**src/assert_macros.svh**
```systemverilog
// Assertion helper macros
`ifndef ASSERT_MACROS_SVH
`define ASSERT_MACROS_SVH
`ifndef SYNTHESIS
`define ASSERT_IMPL(label, clk, rst_n, prop) \
    label: assert property (@(posedge clk) disable iff (!rst_n) prop) \
        else $error("assertion failed");
`define ASSERT_NORST(label, clk, prop) \
    label: assert property (@(posedge clk) prop) else $error("assertion failed");
`else
`define ASSERT_IMPL(label, clk, rst_n, prop)
`define ASSERT_NORST(label, clk, prop)
`endif
`endif

```
**src/rpc_pkg.sv**
```systemverilog
`default_nettype none
package rpc_pkg;
    localparam int MaxPoints  = 256;
    localparam int CoordBits  = 24;
    localparam int IdxBits    = $clog2(MaxPoints);
    localparam int CountBits  = 9;
    localparam int TBits      = 17;
    localparam logic [TBits-1:0] TOne = 17'h10000;
    // ray delta, segment delta: CoordBits+1; products: 2*(CoordBits+1)+1
    localparam int DBits      = CoordBits + 1;
    localparam int PBits      = 2 * DBits + 1;
    // n1 = dx*65536 + t2q*sdx
    localparam int NBits      = DBits + TBits + 2;
    localparam logic ActLoad  = 1'b0;
    localparam logic ActClip  = 1'b1;

    typedef struct packed {
        logic                        action;
        logic [7:0]                  point_index;
        logic signed [CoordBits-1:0] point_x;
        logic signed [CoordBits-1:0] point_y;
        logic signed [CoordBits-1:0] start_x;
        logic signed [CoordBits-1:0] start_y;
        logic signed [CoordBits-1:0] end_x;
        logic signed [CoordBits-1:0] end_y;
    } t_in_item;

    typedef struct packed {
        logic signed [CoordBits-1:0] clip_x;
        logic signed [CoordBits-1:0] clip_y;
        logic                        hit;
    } t_out_item;

    // divider control between sequencer and divider
    typedef struct packed {
        logic start;
        logic frac;   // 17-step fraction mode, else integer quotient
    } t_div_ctl;
endpackage
`default_nettype wire

```
**src/rpc_div.sv**
```systemverilog
`default_nettype none
// Restoring divider, one quotient bit per cycle. Numerator and denominator are
// nonnegative. Fraction mode yields floor(65536*n/d) for n <= d; integer mode
// yields floor(n/d).
module rpc_div (
    input  wire logic                        i_clk,
    input  wire logic                        i_rst_n,
    input  wire rpc_pkg::t_div_ctl           i_ctl,
    input  wire logic [rpc_pkg::PBits-1:0]   i_num,
    input  wire logic [rpc_pkg::PBits-1:0]   i_den,
    output logic                             o_done,
    output logic [rpc_pkg::NBits-1:0]        o_quot
);
    import rpc_pkg::*;
    localparam int CntBits = $clog2(NBits + 1);
    localparam int RBits   = PBits + 1;

    logic               r_busy, n_busy;
    logic [CntBits-1:0] r_cnt, n_cnt;
    logic [RBits-1:0]   r_rem, n_rem;
    logic [NBits-1:0]   r_num, n_num;
    logic [NBits-1:0]   r_quot, n_quot;
    logic [PBits-1:0]   r_den, n_den;
    logic               r_frac, n_frac;
    logic               r_done, n_done;
    logic [RBits-1:0]   w_trial;
    logic [RBits:0]     w_diff;

    always_comb begin
        n_busy = r_busy;
        n_cnt  = r_cnt;
        n_rem  = r_rem;
        n_num  = r_num;
        n_quot = r_quot;
        n_den  = r_den;
        n_frac = r_frac;
        n_done = 1'b0;
        // fraction mode: shift in zeros after the numerator; integer: numerator bits
        w_trial = r_frac ? r_rem : {r_rem[RBits-2:0], r_num[NBits-1]};
        w_diff  = {1'b0, w_trial} - {2'b00, r_den};
        if (i_ctl.start) begin
            n_busy = 1'b1;
            n_frac = i_ctl.frac;
            n_den  = i_den;
            n_quot = '0;
            n_num  = NBits'(i_num);
            n_rem  = i_ctl.frac ? RBits'(i_num) : '0;
            n_cnt  = i_ctl.frac ? CntBits'(TBits) : CntBits'(NBits);
        end else if (r_busy) begin
            n_num  = {r_num[NBits-2:0], 1'b0};
            if (!w_diff[RBits]) begin
                n_quot = {r_quot[NBits-2:0], 1'b1};
                n_rem  = r_frac ? {w_diff[RBits-2:0], 1'b0} : w_diff[RBits-1:0];
            end else begin
                n_quot = {r_quot[NBits-2:0], 1'b0};
                n_rem  = r_frac ? {w_trial[RBits-2:0], 1'b0} : w_trial;
            end
            n_cnt = r_cnt - 1'b1;
            if (r_cnt == CntBits'(1)) begin
                n_busy = 1'b0;
                n_done = 1'b1;
            end
        end
    end

    always_ff @(posedge i_clk) begin
        if (!i_rst_n) begin
            r_busy <= 1'b0;
            r_done <= 1'b0;
            r_cnt  <= '0;
        end else begin
            r_busy <= n_busy;
            r_done <= n_done;
            r_cnt  <= n_cnt;
        end
        r_rem  <= n_rem;
        r_num  <= n_num;
        r_quot <= n_quot;
        r_den  <= n_den;
        r_frac <= n_frac;
    end

    assign o_done = r_done;
    assign o_quot = r_quot;
endmodule
`default_nettype wire

```
**config.mk**
```make
export PLATFORM = sky130hd
export DESIGN_NAME = rpc_div
export DESIGN_NICKNAME = d
export VERILOG_FILES = /design/src/assert_macros.svh /design/src/rpc_pkg.sv /design/src/rpc_div.sv
export SDC_FILE = /design/constraint.sdc
export NUM_CORES = 1
export LEC_CHECK = 0
export BUFFER_PORTS_ARGS = -buffer_cell sky130_fd_sc_hd__buf_4
export CAP_MARGIN = 20
export CORE_MARGIN = 4
export CORE_UTILIZATION = 50
export CTS_CLUSTER_SIZE = 14
export DETAILED_ROUTE_END_ITERATION = 6
export PLACE_DENSITY = 0.7
export SYNTH_ARGS = -nofsm -noshare
export SYNTH_HDL_FRONTEND = slang
export SYNTH_SLANG_ARGS = --single-unit
export TNS_END_PERCENT = 100
```
**constraint.sdc**
```tcl
create_clock -name i_clk -period 6.8 [get_ports i_clk]
set_input_delay 1.02 -clock i_clk [delete_from_list [all_inputs] [get_ports i_clk]]
set_output_delay 1.02 -clock i_clk [all_outputs]
set_load 0.02 [all_outputs]
```
==> results.py <==
metrics = {
    "run_status": {
        "run_status": "finished, final reports clean",
    },
    "clock_network": {
        "cts_max_path_buffers": 2,
        "cts_made_buffers": 17,
        "clk_pin_slew_ns": 0.10,
        "post_cts_resized": 0,
        "cts_root_buffer": "clkbuf_16",
        "cts_tree": "done",
        "insertion_delay_ns": 0.46,
        "post_cts_buffers": 0,
        "htree_num_levels": 4,
        "hold_buffers": 0,
        "cts_sinks": 200,
    },
    "yosys": {
        "netlist_instances": 1228,
        "synth-main-ff-cell": "edfxtp_1",
        "synth_fp_nets": 1392,
        "yosysSeqAreaShare_pct": 43.6,
        "ys_warn_count": 0,
        "ys_types": 87,
        "synth_edf_count": 148,
        "synth_area_per_cell_sq_um": 10.2,
        "synthArstFlopShare_pct": 0,
        "syn-cell-area_sq_um": 12600,
        "ys_ff_latch": 200,
    },
    "setup_path": {
        "cpMaxStageDelayCell": "edfxtp_1",
        "crit_type": "reg2reg",
        "r2r_cells": 10,
        "r2r_slack_ns": 1.56,
        "crit_chain": "buf_12 > mux2_2 > ha_1 > nand2_1 > nor4_1 > nand4_2 > or4_4 > nand2_1 > mux2i_1 > o21ai_0",
        "cp-start-kind": "flip-flop",
        "cp-startpoint": "r_frac",
        "critical_path.top_delay_family": "simple AND/OR/NAND/NOR gates",
        "critPathMaxStageDelay_ns": 1.04,
        "cp-endpoint": "r_rem[26]",
        "end_kind": "flip-flop",
        "timing.critical_path.mode_cell": "nand2_1",
        "worst-path-stages": 10,
        "critPathRequiredTime_ns": 6.97,
        "r2r-start": "r_frac",
        "critPathBufInv": 1,
        "crit_path_max_fanout": 43,
        "reg2reg_to": "r_rem[26]",
        "worstPathArrival_ns": 5.41,
    },
    "finish": {
        "layout.cells.non_filler": 1685,
        "final_nets": 1512,
        "layout_commonest_cell": "buf_4",
        "nFillCells": 2093,
        "drive_above_1_share_pct": 24.0,
        "syn_to_final_growth_pct": 16.5,
        "final_cell_mix": "buf_4 (161), edfxtp_1 (148), nand2_1 (100)",
        "multi_input_area_sq_um": 6570,
        "regArea_sq_um": 5490,
        "diodes": 0,
    },
    "routing": {
        "drtIter0Drc": 842,
        "drt-total-wl_mm": 32.6,
        "vias": 9951,
        "wl_per_cell_um": 19.4,
        "drcViolationCount": 0,
        "ant_nets": 0,
        "dr.pass1.iters": 6,
        "vias_per_cell": 5.91,
    },
    "die": {
        "die_area_sq_um": 27800,
        "placementRows": 57,
        "io_pins": 151,
        "initial_core_util_pct": 51.3,
        "die_w_um": 167,
        "core_area_sq_um": 24500,
        "die_y_um": 167,
    },
    "placement": {
        "place_ws_ns": 1.65,
        "port_buffers": 150,
        "dp.final_hpwl_mm": 23.3,
        "post-place-cells": 1653,
        "gp_congestion": 0.936,
    },
    "sta": {
        "fin_setup_tns_ns": 0,
        "clock_skew_ns": 0.0160,
        "maxSlewViolCount": 0,
        "hold_viol": 0,
        "holdWs_ns": 0.504,
        "setup_ws_ns": 1.56,
        "fin_crit_sh_pct": 77.1,
        "tightest_slew_ns": 1.07,
        "max_freq_mhz": 191,
        "min_period_ns": 5.24,
        "rsz0062_at_grt": "false",
        "setup_viol": 0,
        "slew_headroom_pct": 28.2,
    },
    "worst_hold_path": {
        "hold_path.class": "reg2reg",
    },
    "power_and_ir_drop": {
        "power.total_uw": 5630,
        "powerDensity_nw_per_um2": 384,
        "ir_drop_v": 0.000209,
        "power_leakage_uw": 0.00607,
    },
    "global_route": {
        "grt_max_degree": 78,
        "grt_first_pass_wirelength_mm": 52.3,
        "grt_pass1_vias": 9849,
        "grt_overflow": 0,
        "grt_usage_pct": 23.0,
        "antenna_found_initial": 0,
    },
    "flow_run": {
        "maxCapViolCount": 0,
    },
}
-- worst min path at each step --
stage | from | endpoint | slack, ns | depth (start not counted)
floorplan | r_cnt[0] | r_cnt[0] | 0.48 | 2
global placement | o_quot[43] | o_quot[43] | 0.48 | 2
detailed placement | o_quot[43] | o_quot[43] | 0.49 | 2
CTS | o_quot[43] | o_quot[43] | 0.51 | 2
global route | o_quot[43] | o_quot[43] | 0.55 | 2
finish | o_quot[43] | o_quot[43] | 0.50 | 2
-- worst register-to-register path, stage by stage, from the launching register on --
cell      delay, ns
edfxtp_1       1.04
buf_12         0.33
mux2_2         0.37
ha_1           0.37
nand2_1        0.15
nor4_1         0.51
nand4_2        0.25
or4_4          0.71
nand2_1        0.84
mux2i_1        0.27
o21ai_0        0.11
-- stage by stage --
step	instance area (sq um)	util [%]
floorplan	12600	-
global placement	14000	57.0
detailed placement	14000	57.0
CTS	14700	59.7
global route	14700	59.7
finish	14700	59.7
-- cell type report --
type / instances / area share [%]
Timing Repair Buffer: 164 / 8.60
Inverter: 71 / 1.82
Tap cell: 324 / 2.77
Clock buffer: 17 / 2.90
Clock inverter: 15 / 1.64
Sequential cell: 200 / 37.4
Multi-Input combinational cell: 894 / 44.8
-- cells by family (layout without fill, tap and decap cells) --
logic type	after synthesis	after routing	share of synthesized area, %
multiplexers	162	162	13.8
buffers and inverters	134	267	4.25
AND/OR/NAND/NOR	320	320	12.1
adder cells (fa/ha/maj)	58	58	5.83
flip-flops	200	200	43.6
XOR/XNOR	45	45	3.13
AO/OA/AOI/OAI	309	309	17.2
-- state kept, by name, summed over array words and instances, names as in the netlist --
name	cells
r_rem	52
r_den	51
o_quot	44
r_num	44
r_cnt	6
o_done	1
r_busy	1
r_frac	1
-- metal layers --
layer	routed length, um	up-vias	track usage (%)
met5	0	-	0
li1	-	4799	-
met2	14600	396	36.0
met4	357	0	4.80
met1	14800	4729	32.7
met3	2800	27	5.66
-- report_power, final --
| group | internal, uW | switching, uW |
|---|---|---|
| registers | 1570 | 132 |
| clock network | 537 | 621 |
| logic | 1110 | 1660 |
| total | 3210 | 2410 |
-- cell usage after synthesis (all sizes together), types with 6 or more instances --
master,n,area share [%]
nand2,101,3.1
a211o,6,0.42
o21a,7,0.42
o21bai,9,0.54
nor3,23,1.0
clkbuf,39,1.2
and3,7,0.39
a221oi,6,0.52
buf,24,0.95
a21oi,80,3.2
a22oi,9,0.54
a31oi,9,0.45
mux2,94,8.4
a22o,10,0.70
inv,71,2.1
dfxtp,52,8.3
a211oi,18,1.3
nand2b,11,0.55
ha,57,5.7
a222oi,6,0.48
nor4,6,0.42
or2,6,0.30
xnor2,25,1.7
edfxtp,148,35
xor2,20,1.4
nand4,15,0.80
a21o,21,1.3
o211ai,6,0.36
mux2i,68,5.4
o21ai,65,2.7
o31ai,14,0.88
and2,13,0.65
nor2,97,2.9
nand3,19,0.76
(Power assumes the default switching activity.)
