[config.mk]
export PLATFORM = sky130hd
export DESIGN_NAME = rpc_seq
export DESIGN_NICKNAME = d
export VERILOG_FILES = /design/src/rpc_pkg.sv /design/src/rpc_seq.sv
export VERILOG_INCLUDE_DIRS = /design/src /design/src/src
export SDC_FILE = /design/constraint.sdc
export NUM_CORES = 2
export LEC_CHECK = 0
export ABC_AREA = 1
export ABC_CLOCK_PERIOD_IN_PS = 10100
export BUFFER_PORTS_ARGS = -buffer_cell sky130_fd_sc_hd__buf_4
export CAP_MARGIN = 30
export CORE_UTILIZATION = 25
export DETAILED_ROUTE_END_ITERATION = 10
export GPL_TIMING_DRIVEN = 0
export PLACE_DENSITY_LB_ADDON = 0.1
export RECOVER_POWER = 100
export SETUP_SLACK_MARGIN = 0.02
export SYNTH_ARGS = -nofsm -noshare
export SYNTH_HDL_FRONTEND = slang
export SYNTH_SLANG_ARGS = --single-unit
[constraint.sdc]
create_clock -name i_clk -period 10.1 [get_ports i_clk]
set_input_delay 2.525 -clock i_clk [delete_from_list [all_inputs] [get_ports i_clk]]
set_output_delay 2.525 -clock i_clk [all_outputs]
set_load 0.02 [all_outputs]
[src/assert_macros.svh]
// Assertion helper macros
`ifndef ASSERT_MACROS_SVH
`define ASSERT_MACROS_SVH
`ifndef SYNTHESIS
`define ASSERT_IMPL(label, clk, rst_n, prop) \
    label: assert property (@(posedge clk) disable iff (!rst_n) prop) \
        else $error("assertion failed");
`define ASSERT_NORST(label, clk, prop) \
    label: assert property (@(posedge clk) prop) else $error("assertion failed");
`else
`define ASSERT_IMPL(label, clk, rst_n, prop)
`define ASSERT_NORST(label, clk, prop)
`endif
`endif

[src/rpc_pkg.sv]
`default_nettype none
package rpc_pkg;
    localparam int MaxPoints  = 256;
    localparam int CoordBits  = 24;
    localparam int IdxBits    = $clog2(MaxPoints);
    localparam int CountBits  = 9;
    localparam int TBits      = 17;
    localparam logic [TBits-1:0] TOne = 17'h10000;
    // ray delta, segment delta: CoordBits+1; products: 2*(CoordBits+1)+1
    localparam int DBits      = CoordBits + 1;
    localparam int PBits      = 2 * DBits + 1;
    // n1 = dx*65536 + t2q*sdx
    localparam int NBits      = DBits + TBits + 2;
    localparam logic ActLoad  = 1'b0;
    localparam logic ActClip  = 1'b1;

    typedef struct packed {
        logic                        action;
        logic [7:0]                  point_index;
        logic signed [CoordBits-1:0] point_x;
        logic signed [CoordBits-1:0] point_y;
        logic signed [CoordBits-1:0] start_x;
        logic signed [CoordBits-1:0] start_y;
        logic signed [CoordBits-1:0] end_x;
        logic signed [CoordBits-1:0] end_y;
    } t_in_item;

    typedef struct packed {
        logic signed [CoordBits-1:0] clip_x;
        logic signed [CoordBits-1:0] clip_y;
        logic                        hit;
    } t_out_item;

    // divider control between sequencer and divider
    typedef struct packed {
        logic start;
        logic frac;   // 17-step fraction mode, else integer quotient
    } t_div_ctl;
endpackage
`default_nettype wire

[src/rpc_seq.sv]
`default_nettype none
`include "assert_macros.svh"
// Sequencer: walks segments, forms products on one shared multiplier,
// drives the divider, keeps the best t and forms the clip point.
module rpc_seq (
    input  wire logic                          i_clk,
    input  wire logic                          i_rst_n,
    input  wire logic                          i_start,
    input  wire rpc_pkg::t_in_item             i_item,
    input  wire logic [rpc_pkg::CountBits-1:0] i_count,
    input  wire logic [rpc_pkg::CoordBits-1:0] i_vx,
    input  wire logic [rpc_pkg::CoordBits-1:0] i_vy,
    output logic [rpc_pkg::IdxBits-1:0]        o_raddr,
    output rpc_pkg::t_div_ctl                  o_div_ctl,
    output logic [rpc_pkg::PBits-1:0]          o_div_num,
    output logic [rpc_pkg::PBits-1:0]          o_div_den,
    input  wire logic                          i_div_done,
    input  wire logic [rpc_pkg::NBits-1:0]     i_div_quot,
    output logic                               o_busy,
    output logic                               o_res_valid,
    output rpc_pkg::t_out_item                 o_res
);
    import rpc_pkg::*;

    localparam logic [4:0] S_IDLE  = 5'd0;
    localparam logic [4:0] S_RD0   = 5'd1;   // read vertex i
    localparam logic [4:0] S_RD1   = 5'd2;   // capture vertex i, read i+1
    localparam logic [4:0] S_CAP1  = 5'd3;   // capture vertex i+1
    localparam logic [4:0] S_M0    = 5'd4;   // rdx*sdy
    localparam logic [4:0] S_M1    = 5'd5;   // rdy*sdx
    localparam logic [4:0] S_M2    = 5'd6;   // rdx*(sy-y0)
    localparam logic [4:0] S_M3    = 5'd7;   // rdy*(sx-x0)
    localparam logic [4:0] S_CHK   = 5'd8;
    localparam logic [4:0] S_DIV2  = 5'd9;
    localparam logic [4:0] S_M4    = 5'd10;  // t2q*sd
    localparam logic [4:0] S_N1    = 5'd11;
    localparam logic [4:0] S_DIV1  = 5'd12;
    localparam logic [4:0] S_NEXT  = 5'd13;
    localparam logic [4:0] S_O0    = 5'd14;  // best*rdx
    localparam logic [4:0] S_O1    = 5'd15;  // best*rdy
    localparam logic [4:0] S_OUT   = 5'd16;

    logic [4:0]                r_st, n_st;
    logic [CountBits-1:0]      r_idx, n_idx;
    logic [CountBits-1:0]      r_cnt;
    logic signed [DBits-1:0]   r_sx, r_sy, r_rdx, r_rdy;
    logic signed [DBits-1:0]   r_x0, r_y0, r_sdx, r_sdy;
    logic signed [PBits-1:0]   r_p0, r_p1, r_den;
    logic signed [TBits:0]     r_t2q;
    logic signed [NBits-1:0]   r_n1;
    logic [TBits-1:0]          r_best;
    logic                      r_res_valid;
    t_out_item                 r_res;

    // shared multiplier
    logic signed [DBits-1:0]   w_ma, w_mb;
    logic signed [2*DBits-1:0] w_prod;
    logic signed [PBits-1:0]   w_prod_p;
    logic signed [PBits-1:0]   w_num;
    logic signed [PBits-1:0]   w_den_abs, w_num_adj;
    logic signed [DBits-1:0]   w_d1;
    logic signed [NBits-1:0]   w_n1_adj;
    logic signed [NBits-1:0]   w_clip_part;
    logic                      w_use_x;

    always_comb begin
        w_ma = '0;
        w_mb = '0;
        unique case (r_st)
            S_M0: begin w_ma = r_rdx; w_mb = r_sdy; end
            S_M1: begin w_ma = r_rdy; w_mb = r_sdx; end
            S_M2: begin w_ma = r_rdx; w_mb = DBits'(r_sy - r_y0); end
            S_M3: begin w_ma = r_rdy; w_mb = DBits'(r_sx - r_x0); end
            S_M4: begin
                w_ma = DBits'(r_t2q);
                w_mb = w_use_x ? r_sdx : r_sdy;
            end
            S_O0: begin w_ma = DBits'($signed({1'b0, r_best})); w_mb = r_rdx; end
            S_O1: begin w_ma = DBits'($signed({1'b0, r_best})); w_mb = r_rdy; end
            default: ;
        endcase
    end
    assign w_prod   = w_ma * w_mb;
    assign w_prod_p = PBits'(w_prod);
    assign w_use_x  = (r_rdx != '0);
    assign w_num     = r_p0 - r_p1;
    assign w_den_abs = r_den[PBits-1] ? -r_den : r_den;
    assign w_num_adj = r_den[PBits-1] ? -w_num : w_num;
    assign w_d1      = w_use_x ? r_rdx : r_rdy;
    assign w_n1_adj  = w_d1[DBits-1] ? -r_n1 : r_n1;
    // arithmetic shift is floor division by 65536
    assign w_clip_part = NBits'(r_p0 >>> 16);

    always_comb begin
        n_st  = r_st;
        n_idx = r_idx;
        o_div_ctl = '0;
        o_div_num = '0;
        o_div_den = '0;
        unique case (r_st)
            S_IDLE: if (i_start) n_st = S_RD0;
            S_RD0: begin
                if (r_idx + 1'b1 >= r_cnt || r_cnt < CountBits'(2)) n_st = S_O0;
                else n_st = S_RD1;
            end
            S_RD1:  n_st = S_CAP1;
            S_CAP1: n_st = S_M0;
            S_M0:   n_st = S_M1;
            S_M1:   n_st = S_M2;
            S_M2:   n_st = S_M3;
            S_M3:   n_st = S_CHK;
            S_CHK: begin
                if (r_den == '0 || w_num_adj < 0 || w_num_adj > w_den_abs) begin
                    n_st = S_NEXT;
                end else begin
                    o_div_ctl.start = 1'b1;
                    o_div_ctl.frac  = 1'b1;
                    o_div_num = w_num_adj;
                    o_div_den = w_den_abs;
                    n_st = S_DIV2;
                end
            end
            S_DIV2: if (i_div_done) n_st = S_M4;
            S_M4:   n_st = S_N1;
            S_N1:   n_st = S_DIV1;
            S_DIV1: if (i_div_done) n_st = S_NEXT;
            S_NEXT: begin
                n_idx = r_idx + 1'b1;
                n_st  = S_RD0;
            end
            S_O0:  n_st = S_O1;
            S_O1:  n_st = S_OUT;
            S_OUT: n_st = S_IDLE;
            default: n_st = S_IDLE;
        endcase
        // n1 division start, issued on the cycle after n1 registers
        if (r_st == S_N1) begin
            n_st = (w_n1_adj < 0) ? S_NEXT : S_DIV1;
            if (w_n1_adj >= 0) begin
                o_div_ctl.start = 1'b1;
                o_div_ctl.frac  = 1'b0;
                o_div_num = PBits'(w_n1_adj);
                o_div_den = PBits'(w_d1[DBits-1] ? -w_d1 : w_d1);
            end
        end
        if (r_st == S_IDLE && i_start) n_idx = '0;
    end

    assign o_raddr = (r_st == S_RD1) ? IdxBits'(r_idx + 1'b1) : IdxBits'(r_idx);

    always_ff @(posedge i_clk) begin
        if (!i_rst_n) begin
            r_st        <= S_IDLE;
            r_res_valid <= 1'b0;
        end else begin
            r_st        <= n_st;
            r_res_valid <= (r_st == S_OUT);
        end
        r_idx <= n_idx;
        if (r_st == S_IDLE && i_start) begin
            r_cnt  <= i_count;
            r_sx   <= DBits'(i_item.start_x);
            r_sy   <= DBits'(i_item.start_y);
            r_rdx  <= DBits'(i_item.end_x) - DBits'(i_item.start_x);
            r_rdy  <= DBits'(i_item.end_y) - DBits'(i_item.start_y);
            r_best <= TOne;
        end
        if (r_st == S_RD1) begin
            r_x0 <= DBits'($signed(i_vx));
            r_y0 <= DBits'($signed(i_vy));
        end
        if (r_st == S_CAP1) begin
            r_sdx <= DBits'($signed(i_vx)) - r_x0;
            r_sdy <= DBits'($signed(i_vy)) - r_y0;
        end
        if (r_st == S_M0 || r_st == S_M2 || r_st == S_O0) r_p0 <= w_prod_p;
        if (r_st == S_M1 || r_st == S_M3 || r_st == S_O1) r_p1 <= w_prod_p;
        if (r_st == S_M2) r_den <= r_p0 - r_p1;
        if (r_st == S_DIV2 && i_div_done) r_t2q <= (TBits+1)'(i_div_quot);
        if (r_st == S_M4) begin
            r_n1 <= (w_use_x ? NBits'(r_x0 - r_sx) : NBits'(r_y0 - r_sy)) * NBits'(65536)
                    + NBits'(w_prod);
        end
        if (r_st == S_DIV1 && i_div_done && i_div_quot < NBits'(r_best)) begin
            r_best <= TBits'(i_div_quot);
        end
        if (r_st == S_O1) begin
            r_res.clip_x <= CoordBits'(r_sx + DBits'(w_clip_part));
            r_res.hit    <= (r_best < TOne);
        end
        if (r_st == S_OUT) r_res.clip_y <= CoordBits'(r_sy + DBits'(NBits'(r_p1 >>> 16)));
    end

    assign o_busy      = (r_st != S_IDLE) || r_res_valid;
    assign o_res_valid = r_res_valid;
    assign o_res       = r_res;

    `ASSERT_IMPL(a_best_le_one, i_clk, i_rst_n, (r_st != S_IDLE) |-> (r_best <= TOne))
    `ASSERT_IMPL(a_res_after_out, i_clk, i_rst_n, r_res_valid |-> $past(r_st) == S_OUT)
    `ASSERT_IMPL(a_div_idle_start, i_clk, i_rst_n,
        o_div_ctl.start |-> (r_st == S_CHK || r_st == S_N1))
endmodule
`default_nettype wire
==> metrics.cfg <==
[logic_synthesis]
yosysMostFrequentCell=nand2_1
syn_area_mm2=0.06466
synthCells=8191
syn_area_per_cell_um2=7.894
ys_seq_area_share_pct=22.94
synth_cell_types=69
synth-edff-count=484
ys_top_cells_by_area=edfxtp_1 (22%), fa_1 (21%), nand2_1 (11%), inv_1 (10%), ha_1 (10%)
synthFlopType=edfxtp_1
ys_async_sr_fraction_pct=0
yosys_warnings=0
synth_area_leader_cell=edfxtp_1
yosys.area.top_type_share_pct=22.48
synth_common_cells=nand2_1 (1,847), inv_1 (1,798), fa_1 (671), nor2_1 (612), ha_1 (536)
ys_ff_latch=499
syn-num-nets=9656

[clocking]
clk_latency_ps=690
cts_buffers=68
clockBufferDepth=3
hold_buffers=0
cts_sinks=499
htreeDepth=3
cts_tree=built
root_buffer=clkbuf_16
clkSlewWorstSetupHoldPaths_ps=60

[worst_setup_path]
worst_setup_path_start_kind=flop
worstPathRequired_ps=10510
critPathArrivalTime_ps=11050
crit_fanout=10
max_stage_delay_ps=590
path_buf_inv=13
path_delay_family=adder cells
endpoint_kind=flop
crit_type=reg2reg
crit_top_cell=fa_1
slowest_stage=fa_2
ff2ff_setup_slack_ps=-550

[detailed_routing]
routed_via_density=4.767
drc=0
route.final.wire_length_mm=324.2
ant_nets=0
vias=58710
wire_per_inst_um=26.32
drt_pass1_iterations=6
met1_length_mm=145.7
wl_met2_mm=147.6
drt_iter0_markers=4779
top_layer=met5
wl_met3_mm=16.32

[timing]
slew_headroom_pct=-132.6
fmax_ghz=0.09393
drv_slew=114
period_minus_slack_ps=10650
rsz0062_at_grt=yes
skew_ps=34.72
worstMarginPinSlew_ps=3489
fin_crit_sh_pct=105.4
finalSetupViolCount=14
finalWorstSetupSlack_ps=-545.9
finalHoldViolations=0

[layout]
nets=10340
nFillCells=28040
drive_above_1_share_pct=13.57
area_delta_synth_final_pct=21.83
utilization_pct=30.66
design_area_mm2=0.07877

[die]
dieWidth_um=510.6
die_y_um=510.6
pin_count=421
die_area_mm2=0.2607
core_area_mm2=0.2569
start_util_pct=25.17
num_rows=186

[power]
p_leak_nw=38.22
total_power_mw=12.56
ir_worst_vdd_uv=112.6
power_density_mw_per_mm2=159.4

[job]
maxCapViolations=5

[status]
violations=max-capacitance violations, max-slew violations, negative setup slack
status=finished with violations

[global_route]
grt_pass1_vias=59590
grt_max_degree=52
grt_pass1_wl_mm=451.0
grt_usage_pct=24.63
antenna_found_initial=24
grt_overflow=0

[placed_design]
dpl-instance-area_mm2=0.07266
io_buffers=362
gp_congestion=0.9768
post-dp-hpwl_mm=280.5

[hold_path]
hold_path.class=reg2reg

==> cell families after synthesis <==
logic type	Yosys count	synth area share, %
AO/OA/AOI/OAI	1105	9.749
buffers and inverters	1991	11.68
adder cells (fa/ha/maj)	1207	31.15
other	1	0.005799
XOR/XNOR	409	5.586
multiplexers	2	0.03096
flip-flops	499	22.94
AND/OR/NAND/NOR	2977	18.86
==> layout by cell type (no fill, tap or decap), drive strengths merged, types with 282 or more instances in the layout <==
cell type  instances
inv             1798
fa               671
a21oi            485
buf              540
clkbuf           341
ha               536
edfxtp           484
xor2             282
nand2           1856
nor2             621
o21ai            316
==> sequential cells by signal, indices dropped and copies added, names as in the netlist, 25 cells and up <==
register,cells
r_p0,50
r_p1,50
r_rdy,25
r_den,51
r_sdx,25
r_rdx,25
o_res,49
r_sdy,25
r_n1,44
==> metrics by stage <==
stage          setup TNS (ps)  instances  setup slack, ps  hold WS (ps)
2_1_floorplan               0       8191            181.4         483.5
3_3_place_gp          -441110      11940            -4739         505.7
3_5_place_dp          -168170      12010            -3533         520.7
4_1_cts                 -5200      12260           -648.5         531.4
5_1_grt                -18870      12320           -849.3         544.1
6_report                -4410      12320           -545.9         521.7
==> timing repair <==
| item | CTS | global route |
|---|---|---|
| endpoints found under the setup margin | 202 | 120 |
| setup buffers | 138 | 58 |
| pin swaps | 122 | 131 |
| resized for setup | 509 | 273 |
| cloned | 1 | 1 |
==> worst min-delay path: cells and delay by family (launching register included) <==
family | cells | cell delay (ps)
and+or+nand+nor | 1 | 80
DFF | 1 | 340
AOI/OAI and AO/OA | 1 | 50
==> path summary, 6_finish.rpt <==
path,cells after the start,endpoint,startpoint
min reg2reg,2,r_idx[1]$_SDFFE_PP0P_,r_idx[1]$_SDFFE_PP0P_
min,2,r_idx[1]$_SDFFE_PP0P_,r_idx[1]$_SDFFE_PP0P_
max,51,r_n1[43]$_DFFE_PP_,r_rdx[12]$_DFFE_PP_
max reg2reg,51,r_n1[43]$_DFFE_PP_,r_rdx[12]$_DFFE_PP_
==> report_power, final <==
group          internal [mW]  leakage [nW]  switching (mW)
Combinational           2.11          32.6            4.83
Clock                   1.51          1.11            1.03
Sequential              2.75          4.49           0.324
==> per-layer routing <==
layer | up-vias | global-route usage [%]
met5 | - | 0
met4 | 26 | 8.775
met3 | 411 | 2.716
met2 | 1796 | 40.39
met1 | 29290 | 33.38
li1 | 27190 | -
==> area by class of cell <==
cell class	count	area, um2	area share, %
plain buffers	161	1061	1.347
clock buffers	83	1809	2.297
clock inverters	42	486.7	0.6179
well taps	3384	4234	5.375
repair buffers	637	4828	6.129
flip-flops and latches	499	14840	18.83
inverters	1807	6832	8.672
diodes	4	10.01	0.01271
multi-input cells	5701	44680	56.72
Power figures use the tool's default switching activity.
